`src/rms_pkg.sv`:
```
// shared types and constants for the regret matching strategy unit
package rms_pkg;

  localparam int unsigned LANES     = 4;
  localparam int unsigned SUM_W     = 48;
  localparam int unsigned PROB_W    = 17;
  localparam int unsigned REGRET_W  = 32;
  localparam int unsigned HAND_W    = 10;
  localparam int unsigned REACH_W   = 17;
  localparam int unsigned ITER_W    = 24;
  localparam int unsigned CMD_W     = 2;
  localparam int unsigned NACT_W    = 3;
  localparam int unsigned TOTAL_W   = SUM_W + 2;
  localparam int unsigned NUM_W     = SUM_W + 16;
  localparam int unsigned QUOT_W    = 17;

  localparam logic [SUM_W-1:0] SUM_MAX = {SUM_W{1'b1}};

  typedef enum logic [CMD_W-1:0] {
    CMD_STRATEGY   = 2'd0,
    CMD_ACCUMULATE = 2'd1,
    CMD_AVERAGE    = 2'd2,
    CMD_RESERVED   = 2'd3
  } cmd_e;

  typedef struct packed {
    logic [CMD_W-1:0]    cmd;
    logic [HAND_W-1:0]   hand;
    logic [REGRET_W-1:0] regret_0;
    logic [REGRET_W-1:0] regret_1;
    logic [REGRET_W-1:0] regret_2;
    logic [REGRET_W-1:0] regret_3;
    logic [REACH_W-1:0]  reach_weight;
    logic [ITER_W-1:0]   iter_weight;
  } in_item_t;

  typedef struct packed {
    logic [HAND_W-1:0] hand_out;
    logic [PROB_W-1:0] prob_0;
    logic [PROB_W-1:0] prob_1;
    logic [PROB_W-1:0] prob_2;
    logic [PROB_W-1:0] prob_3;
    logic              uniform_used;
  } out_item_t;

  // lane control from the sequencer
  typedef struct packed {
    logic start;
    logic active;
  } lane_ctrl_t;

  // uniform probability 65536 / n for n in 1..4
  function automatic logic [PROB_W-1:0] uniform_prob(input logic [NACT_W-1:0] n);
    logic [PROB_W-1:0] r;
    unique case (n)
      3'd1:    r = 17'd65536;
      3'd2:    r = 17'd32768;
      3'd3:    r = 17'd21845;
      default: r = 17'd16384;
    endcase
    return r;
  endfunction

endpackage

```
`src/rms_lane_div.sv`:
```
// one lane: restoring divider giving (num << 16) / den, two bits per cycle
module rms_lane_div (
  input  logic                                clk_i,
  input  logic                                rst_ni,
  input  rms_pkg::lane_ctrl_t                 ctrl_i,
  input  logic [rms_pkg::SUM_W-1:0]           num_i,
  input  logic [rms_pkg::TOTAL_W-1:0]         den_i,
  output logic [rms_pkg::QUOT_W-1:0]          quot_o,
  output logic                                done_o
);
  localparam int unsigned QW = rms_pkg::QUOT_W;
  localparam int unsigned RW = rms_pkg::TOTAL_W + 1;
  localparam int unsigned NW = rms_pkg::NUM_W;

  logic [NW-1:0]      num_q, num_d;
  logic [RW-1:0]      rem_q, rem_d;
  logic [QW-1:0]      quot_q, quot_d;
  logic [rms_pkg::TOTAL_W-1:0] den_q;
  logic [4:0]         cnt_q, cnt_d;
  logic               busy_q, busy_d;

  // quotient fits in 17 bits, so only the low 17 bits of the shifted numerator
  // (num bit 0 and sixteen zeros) shift through; the upper bits preload the remainder
  always_comb begin
    logic [RW-1:0] r;
    num_d  = num_q;
    rem_d  = rem_q;
    quot_d = quot_q;
    cnt_d  = cnt_q;
    busy_d = busy_q;
    r      = rem_q;
    if (ctrl_i.start) begin
      num_d  = {num_i[0], {(NW-1){1'b0}}};
      rem_d  = RW'(num_i[rms_pkg::SUM_W-1:1]);
      quot_d = '0;
      cnt_d  = 5'(QW);
      busy_d = ctrl_i.active;
    end else if (busy_q) begin
      for (int s = 0; s < 2; s++) begin
        if (cnt_d != 5'd0) begin
          r = {r[RW-2:0], num_d[NW-1]};
          num_d = {num_d[NW-2:0], 1'b0};
          if (r >= RW'(den_q)) begin
            r = r - RW'(den_q);
            quot_d = {quot_d[QW-2:0], 1'b1};
          end else begin
            quot_d = {quot_d[QW-2:0], 1'b0};
          end
          cnt_d = cnt_d - 5'd1;
        end
      end
      rem_d = r;
      if (cnt_d == 5'd0) busy_d = 1'b0;
    end
  end

  always_ff @(posedge clk_i or negedge rst_ni) begin
    if (!rst_ni) begin
      busy_q <= 1'b0;
      cnt_q  <= '0;
    end else begin
      busy_q <= busy_d;
      cnt_q  <= cnt_d;
    end
  end

  always_ff @(posedge clk_i) begin
    num_q  <= num_d;
    rem_q  <= rem_d;
    quot_q <= quot_d;
    if (ctrl_i.start) den_q <= den_i;
  end

  assign quot_o = ctrl_i.active ? quot_q : '0;
  assign done_o = !busy_q;
endmodule

```
`config.mk`:
```
export PLATFORM = sky130hd
export DESIGN_NAME = rms_lane_div
export DESIGN_NICKNAME = d
export VERILOG_FILES = /design/src/rms_pkg.sv /design/src/rms_lane_div.sv
export SDC_FILE = /design/constraint.sdc
export NUM_CORES = 1
export LEC_CHECK = 0
export BUFFER_PORTS_ARGS = -buffer_cell sky130_fd_sc_hd__buf_2
export CORE_ASPECT_RATIO = 0.9
export CORE_UTILIZATION = 63
export CTS_CLUSTER_SIZE = 40
export DETAILED_ROUTE_END_ITERATION = 10
export PLACE_DENSITY = 0.81
export SLEW_MARGIN = 15
export SYNTH_ARGS = -nofsm -noshare
export SYNTH_HDL_FRONTEND = slang
export SYNTH_SLANG_ARGS = --single-unit
```
`constraint.sdc`:
```
create_clock -name clk_i -period 8 [get_ports clk_i]
set_input_delay 0.4 -clock clk_i [delete_from_list [all_inputs] [get_ports clk_i]]
set_output_delay 0.4 -clock clk_i [all_outputs]
set_load 0.005 [all_outputs]
```
-- Word level (Yosys, flattened, before mapping)
Cells that the tools add are included.
- flip-flop bits (word level): 187
- input bits: 102
- output and inout port bits: 18
- logic and storage cells: 52
- add/sub/neg operators: 4
- $lt $le $gt $ge: 2
- mux-type cells: 30
- reduce and logical (&&, ||, !) cells: 7
- operators by type and width (kind ; count):
    $mux W64 ; 6
    $mux W50 ; 6
    $ge A51 B50 Y1 ; 2
    $sub A50 B50 Y50 ; 2
    $mux W47 ; 2
    $mux W17 ; 3
    $mux W5 ; 8
    $reduce_bool A5 Y1 ; 2
    $sub A5 B1 Y5 const B ; 2
    $logic_not A5 Y1 ; 1
    $mux W1 ; 5
    $reduce_bool A2 Y1 ; 2
    $reduce_and A2 Y1 ; 1
    $logic_not A1 Y1 ; 1

-- Logic depth before layout (Yosys ltp)
Gate-level depths: netlist of the first run.
- depth in word-level cells: 12
- mapped depth: 30
- mapped depth without buffers: 25

-- Least setup slack after synthesis of the first run
No wires, ideal clock.
- kind: register -> register
- start: register num_q[63]
- end: register rem_q[19], data pin
- setup time: 0.270 ns
- data arrival time: 5.621 ns
- required time: 7.730 ns
- path slack: 2.109 ns
- cell stages (with the launch flop): 30
- buffers on the path: 4
- period minus slack after synthesis: 5.891 ns
- cells stage by stage: edfxtp_1 -> inv_1 -> ha_1 -> inv_1 -> fa_1 -> a211oi_1 -> o21ai_0 -> o2111a_1 -> o2111ai_1 -> and3_1 -> o31ai_1 -> a21boi_0 -> xnor2_1 -> a221o_1 -> ha_1 -> clkbuf_1 -> and4_1 -> nand3_1 -> or3_1 -> o32ai_1 -> a31oi_1 -> a21boi_1 -> o21a_1 -> o31a_1 -> or2_1 -> buf_4 -> buf_6 -> buf_12 -> mux2i_1 -> a21oi_1
- longest elaborated chain between the ends: 10
- elaborated cells on any way between the ends: 15
- classes of those cells: add/sub: 2; order compare: 2; mux: 11
- ends and longest elaborated chain (what ; RTL line ; text):
    from (decl) ; rms_lane_div.sv:15 ; logic [NW-1:0] num_q, num_d;
    from (signal assigned) ; rms_lane_div.sv:68 ; num_q <= num_d;
    $sub A50 B50 Y50 / $ge A51 B50 Y1 (equally long branches) ; rms_lane_div.sv:44, rms_lane_div.sv:43 ;
    $mux W50 ; rms_lane_div.sv:43 ; if (r >= RW'(den_q)) begin
    $mux W50 ; rms_lane_div.sv:40 ; if (cnt_d != 5'd0) begin
    $mux W50 ; rms_lane_div.sv:38 ; end else if (busy_q) begin
    $mux W50 ; rms_lane_div.sv:32 ; if (ctrl_i.start) begin
    $sub A50 B50 Y50 / $ge A51 B50 Y1 (equally long branches) ; rms_lane_div.sv:44, rms_lane_div.sv:43 ;
    $mux W50 ; rms_lane_div.sv:43 ;
    $mux W50 * ; rms_lane_div.sv:40 ;
    $mux W47 * ; rms_lane_div.sv:38 ;
    $mux W47 * ; rms_lane_div.sv:32 ;
    net rem_d[19] ; rms_lane_div.sv:16 ; logic [RW-1:0] rem_q, rem_d;
    to (signal assigned) ; rms_lane_div.sv:69 ; rem_q <= rem_d;
    to (decl) ; rms_lane_div.sv:16 ;
Mark *: on every way through the listed nets, which the timed path passes. The rest lies on a longest branch. The select of a mux whose other input is x is not followed.
A chain may end at the register's enable or synchronous reset.

-- Final worst setup path of the first run
- start: register den_q[0] (netlist name)
- end: register rem_q[20], data pin
- longest elaborated chain between the ends: 10
- elaborated cells on any way between the ends: 12
- classes of those cells: add/sub: 2; order compare: 2; mux: 8
- ends and longest elaborated chain (what ; RTL line ; text):
    from (decl) ; rms_lane_div.sv:18 ; logic [rms_pkg::TOTAL_W-1:0] den_q;
    from (signal assigned) ; rms_lane_div.sv:71 ; if (ctrl_i.start) den_q <= den_i;
    $sub A50 B50 Y50 / $ge A51 B50 Y1 (equally long branches) ; rms_lane_div.sv:44, rms_lane_div.sv:43 ;
    $mux W50 ; rms_lane_div.sv:43 ;
    $mux W50 ; rms_lane_div.sv:40 ;
    $mux W50 ; rms_lane_div.sv:38 ;
    $mux W50 ; rms_lane_div.sv:32 ;
    $sub A50 B50 Y50 / $ge A51 B50 Y1 (equally long branches) ; rms_lane_div.sv:44, rms_lane_div.sv:43 ;
    $mux W50 ; rms_lane_div.sv:43 ;
    $mux W50 * ; rms_lane_div.sv:40 ;
    $mux W47 * ; rms_lane_div.sv:38 ;
    $mux W47 * ; rms_lane_div.sv:32 ;
    net rem_d[20] ; rms_lane_div.sv:16 ;
Marks and branches as above.

==> out/qor.yml, run 1 <==
ys_seq_area_share_pct: 28.7
routed_via_density: 6.76
rsz0062_at_grt: "false"
rows: 55
cts_buffers: 17
synth-simple-area-share_pct: 19.8
cts.sinks: 187
report.final.hold_viol_count: 0
setup_violations: 0
synth_top_family_by_area: "compound AO/OA/AOI/OAI gates"
dp_hpwl_mm: 37.3
drc: 0
synth_top_cell_by_area: "edfxtp_1"
nFillCells: 2163
syn_area_per_cell_um2: 7.50
multiInputGateArea_um2: 10800
clk_latency_ns: 0.46
slew_headroom_pct: 18.7
fmax_mhz: 131
antenna_found_initial: 0
period_needed_ns: 7.65
numPortBuffers: 119
gp_congestion: 0.992
wl_per_cell_um: 20.3
layout-drive-gt1-share_pct: 9.34
hold_class: "primary input to register"
start_kind: "register"
yosysMostFrequentCell: "nor2_1"
area_growth_pct: 6.99
cts_root_buf: "clkbuf_16"
synthArstFlopShare_pct: 3.21
fin_cells: 2568
synthTopCellsByCount: "nor2_1 (339), o21ai_0 (266), a21oi_1 (193)"
ys_seq_elements: 187
grt_pass1_wl_mm: 82.3
die_w_um: 173
ant_nets: 0
finalWirelength_mm: 52.2
synth-edff-count: 98
grt_max_degree: 113
synth_ff_type: "edfxtp_1"
synth_cells: 2212
cts_tree: "done"
groute.usage.overall_pct: 38.0
synthTopCellsByArea: "edfxtp_1 (18%), dfxtp_1 (10%), o21ai_0 (8.0%)"
dp_cells: 2535
drtPass1Iterations: 7
worstPathArrival_ns: 7.83
hold_start: "den_i[15]"
nets: 2421
whs_ns: 0.113
die-area_um2: 27000
post-route-period-util_pct: 95.6
synth.cell_area_um2: 16600
fin_skew_ns: 0.0146
io-pin-count: 120
core-area_um2: 25500
muxShareOfSynthArea_pct: 2.10
drt_iter0_drc: 2404
crit_type: "register to register"
ys_warn_count: 0
ys_types: 91
initial_utilization_pct: 65.0
vias: 17400
grt_pass1_vias: 15700
final-max-slew-violation-count: 0
cp-startpoint: "den_q[0]"
tns_ns: 0
synth.top_cell.area_share_pct: 17.7
synthAdderAreaFrac_pct: 8.08
worst-slew-pin-transition_ns: 1.22
worstPathRequired_ns: 8.17
synth-compound-area-share_pct: 30.5
critPathMaxFanout: 24
crit_path_end_kind: "register"
clockBufferDepth: 2
die_h_um: 156
outcome: "finished, final reports clean"
diodes: 0
overflow: 0
clkTransAtPathRegs_ns: 0.08
register_area_um2: 4760
rr_startpoint: "den_q[0]"
htreeDepth: 4
post_cts_resized: 0
synth_fp_nets: 2420
synth-xor-area-share_pct: 4.59
drv_cap: 0
sequential cells by signal, summed over array words and instances, names as in the netlist:
signal  flops
rem_q      50
num_q      64
busy_q      1
quot_q     17
den_q      50
cnt_q       5
through the flow:
stage	area, um^2	worst slack (ns)	util (%)
2_1_floorplan	16600	2.11	-
3_3_place_gp	17200	0.803	67.2
3_5_place_dp	17200	0.649	67.2
4_1_cts	17800	0.632	69.5
5_1_grt	17800	0.167	69.5
6_report	17800	0.349	69.5
layout by cell type, fill, tap and decap left out, drive strengths merged, types with 29 or more instances in the layout:
cell    count
a21o       45
a21oi     195
a31oi      31
buf       146
dfxtp      83
edfxtp     98
ha        104
inv       100
mux2i      31
nand2     168
nand3      51
nand4      33
nor2      340
nor3       33
o21ai     274
o22ai      32
o311ai     76
xnor2      58
xor2       29
worst paths after layout:
kind,end,slack (ns),depth (start not counted)
setup reg to reg,rem_q[20],0.35,25
hold / removal,den_q[15],0.11,1
min in group asynchronous,cnt_q[4],0.33,2
hold reg to reg,num_q[0],0.51,1
setup / recovery,rem_q[20],0.35,25
max in group asynchronous,busy_q,7.49,2
final cells by class:
class	instances	share of cell area, %
timing repair buffer	147	4.59
multi-input combinational	1768	61.0
sequential	187	26.8
clock buffer	20	2.64
tap	342	2.41
clock inverter	12	0.662
inverter	92	1.95
per-layer routing:
| layer | wire, um | global-route usage, % | part of all wire (%) |
|---|---|---|---|
| met1 | 22400 | 52.0 | 43 |
| met2 | 22700 | 59.4 | 44 |
| met3 | 5160 | 6.43 | 9.9 |
| met4 | 1840 | 15.4 | 3.5 |
| met5 | 0 | 0 | 0 |
critical path, stage by stage (launching register included):
cell       delay, ns
edfxtp_1        0.43
ha_1            0.21
inv_1           0.07
fa_1            0.23
a211oi_1        0.09
o21ai_0         0.52
o2111a_1        0.34
o2111ai_1       0.14
and3_1          0.25
o31ai_1         0.55
a21boi_0        0.25
xnor2_1         0.17
a221o_1         0.38
ha_1            0.48
and4_1          0.32
nand3_1         0.15
or3_1           0.40
o32ai_1         0.24
a31oi_1         0.13
a21boi_1        0.24
o21a_1          0.15
o31a_1          0.46
or2_2           0.38
buf_4           0.41
mux2i_1         0.24
a21oi_1         0.10
what timing repair did:
action,CTS,global route
hold endpoints to repair,6,0
setup buffers,0,0
hold buffers,1,0
cells by family (layout without fill, tap and decap cells):
family / count (synthesis) / count (layout)
AOI/OAI and AO/OA: 807 / 807
xor gates and xnor gates: 87 / 87
adders and majority gates: 106 / 106
buffers and inverters: 257 / 271
DFF: 187 / 187
muxes: 34 / 34
and+or+nand+nor: 734 / 734
Power of run 1 is left out: the tool's default activity adds up to more than one toggle a clock period on the data nets, which glitch-free logic cannot reach.
==> run 2: changes to the inputs <==
- REMOVE_ABC_BUFFERS: unset -> 1
==> run 2 against run 1 <==
  * Setup slack better by 0.19 ns
  * Die area stayed put
  * Clock skew barely moved
  * Design area shrank 0.13%
  * Critical endpoint is now rem_q[32]
==> out/qor.yml, run 2 (synthesis gave the netlist of run 1 again) <==
drv_cap: 0  # unchanged
grt_pass1_vias: 16000  # was 15.7k
die-area_um2: 27000  # unchanged
reg.largest.list: "num_q (64), den_q (50), rem_q (50)"  # unchanged
cp-startpoint: "rem_q[43]"  # was den_q[0]
drc: 0  # unchanged
outcome: "finished, final reports clean"  # unchanged
groute.layer.met2.usage_pct: 62.5  # was 59.4%
core-area_um2: 25500  # unchanged
hold_start: "den_i[12]"  # was den_i[15]
rrSetupSlack_ns: 0.54  # was 0.35 ns
fin_skew_ns: 0.0151  # was 0.0146 ns
io-pin-count: 120  # unchanged
post_cts_buffers: 0  # unchanged
fmax_mhz: 134  # was 131 MHz
vias: 17400  # about the same
initial_utilization_pct: 65.0  # unchanged
slew_headroom_pct: 25.5  # was 18.7%
crit_type: "register to register"  # unchanged
layout-drive-gt1-share_pct: 9.30  # was 9.34%
critPathMaxFanout: 30  # was 24
clk_latency_ns: 0.45  # was 0.46 ns
cts.sinks: 187  # unchanged
numPortBuffers: 119  # unchanged
worstHoldEndpoint: "den_q[12]"  # was den_q[15]
clockBufferDepth: 2  # unchanged
overflow: 0  # unchanged
rr_endpoint: "rem_q[32]"  # was rem_q[20]
worst-slew-pin-transition_ns: 1.12  # was 1.22 ns
rr_worst_depth: 22  # was 25
final-max-slew-violation-count: 0  # unchanged
start_kind: "register"  # unchanged
final_cell_mix: "nor2_1 (338), o21ai_0 (266), a21oi_1 (192), nand2_1 (167), buf_2 (118)"  # unchanged
busiest_layer: "met2"  # unchanged
worstPathArrival_ns: 7.71  # was 7.83 ns
cts_buffers: 17  # unchanged
wl_per_cell_um: 20.1  # was 20.3 um
rows: 55  # unchanged
gp_congestion: 0.998  # was 0.992
cts_tree: "done"  # unchanged
cts_root_buf: "clkbuf_16"  # unchanged
area_growth_pct: 6.85  # was 6.99%
hold_class: "primary input to register"  # unchanged
layout_commonest_cell: "nor2_1"  # unchanged
setup_violations: 0  # unchanged
crit_path_end_kind: "register"  # unchanged
ant_nets: 0  # unchanged
largest_reg_flops: 64  # unchanged
post-route-period-util_pct: 93.2  # was 95.6%
diodes: 0  # unchanged
top_register: "num_q"  # unchanged
die_h_um: 156  # unchanged
grt_max_degree: 143  # was 113
min_path_cells: 1  # unchanged
clkTransAtPathRegs_ns: 0.09  # was 0.08 ns
dpl_worst_slack_ns: 0.776  # was 0.649 ns
antenna_found_initial: 1  # was 0
die_w_um: 173  # unchanged
layout_setup_ws_ns: 0.542  # was 0.349 ns
rsz0062_at_grt: "false"  # unchanged
gr-usage-met1_pct: 50.3  # was 52.0%
drt_iter0_drc: 2044  # was 2,404
report.final.hold_viol_count: 0  # unchanged
groute.usage.overall_pct: 37.8  # was 38.0%
grt_pass1_wl_mm: 82.7  # was 82.3 mm
period_needed_ns: 7.46  # was 7.65 ns
finalWirelength_mm: 51.7  # was 52.2 mm
routed_via_density: 6.76  # about the same
htreeDepth: 4  # unchanged
dp_hpwl_mm: 36.7  # was 37.3 mm
globalRouteMet3Util_pct: 6.09  # was 6.43%
drtPass1Iterations: 7  # unchanged
rr_startpoint: "rem_q[43]"  # was den_q[0]
nFillCells: 2159  # was 2,163
nets: 2422  # was 2,421
worstPathRequired_ns: 8.25  # was 8.17 ns
run 2: changes by cell type in the layout (fill, tap and decap cells not counted), moves of 2 or more:
| cell | previous run | this run |
|---|---|---|
| clkinv_8 | 2 | 0 |
| clkinv_4 | 1 | 3 |
| inv_6 | 6 | 2 |
| inv_8 | 1 | 4 |
run 2: timing repair:
item	CTS	global route
hold buffers	1	0
resized for setup	0	0
hold endpoints to repair	6	0
setup endpoints to repair	0	0
run 2: worst max-delay path by stage:
| stage | slack (ns) | to | depth (start not counted) |
|---|---|---|---|
| floorplan | -6.12 | rem_q[49] | 10 |
| finish | 0.54 | rem_q[32] | 22 |
| CTS | 0.75 | rem_q[45] | 22 |
| global route | 0.16 | rem_q[46] | 22 |
| global placement | 0.98 | rem_q[45] | 22 |
| detailed placement | 0.78 | rem_q[43] | 22 |
run 2: critical path, stage by stage (launching register included):
cell	delay, ns
edfxtp_1	0.46
ha_1	0.42
a21o_1	0.20
a21o_1	0.17
a21oi_1	0.19
o21ai_0	0.17
a211oi_2	0.43
o31a_2	0.74
nor2_1	0.39
a221o_1	0.43
ha_1	0.44
and4_1	0.32
nand3_1	0.12
or3_1	0.35
o32ai_1	0.23
a31oi_1	0.12
a21boi_1	0.23
o21a_1	0.16
o31a_1	0.52
or2_2	0.40
buf_4	0.32
nor3_1	0.09
o41ai_2	0.32
run 2: layer usage:
metal	vias up	wire length, um
li1	8125	-
met1	8154	21600
met2	971	23700
met3	127	4840
met4	2	1540
met5	-	9
run 2: layout make-up:
| cell class | count | area (um^2) | area share, % |
|---|---|---|---|
| tap | 342 | 428 | 2.41 |
| clock inverter | 12 | 106 | 0.600 |
| multi-input combinational | 1768 | 10800 | 61.1 |
| sequential | 187 | 4760 | 26.8 |
| clock buffer | 20 | 447 | 2.52 |
| inverter | 92 | 347 | 1.95 |
| timing repair buffer | 148 | 822 | 4.64 |
run 2: per-stage QoR:
stage          std cells  TNS, ns  utilization, %  hold WS, ns  cell area (um^2)
5_1_grt             2569        0            69.4        0.101             17700
3_3_place_gp        2536        0            67.2        0.235             17200
6_report            2569        0            69.4        0.116             17700
3_5_place_dp        2536        0            67.2        0.233             17200
4_1_cts             2569        0            69.4        0.105             17700
2_1_floorplan       2047  -754.62               -        0.104             15900
Power of run 2 is left out for the same reason.
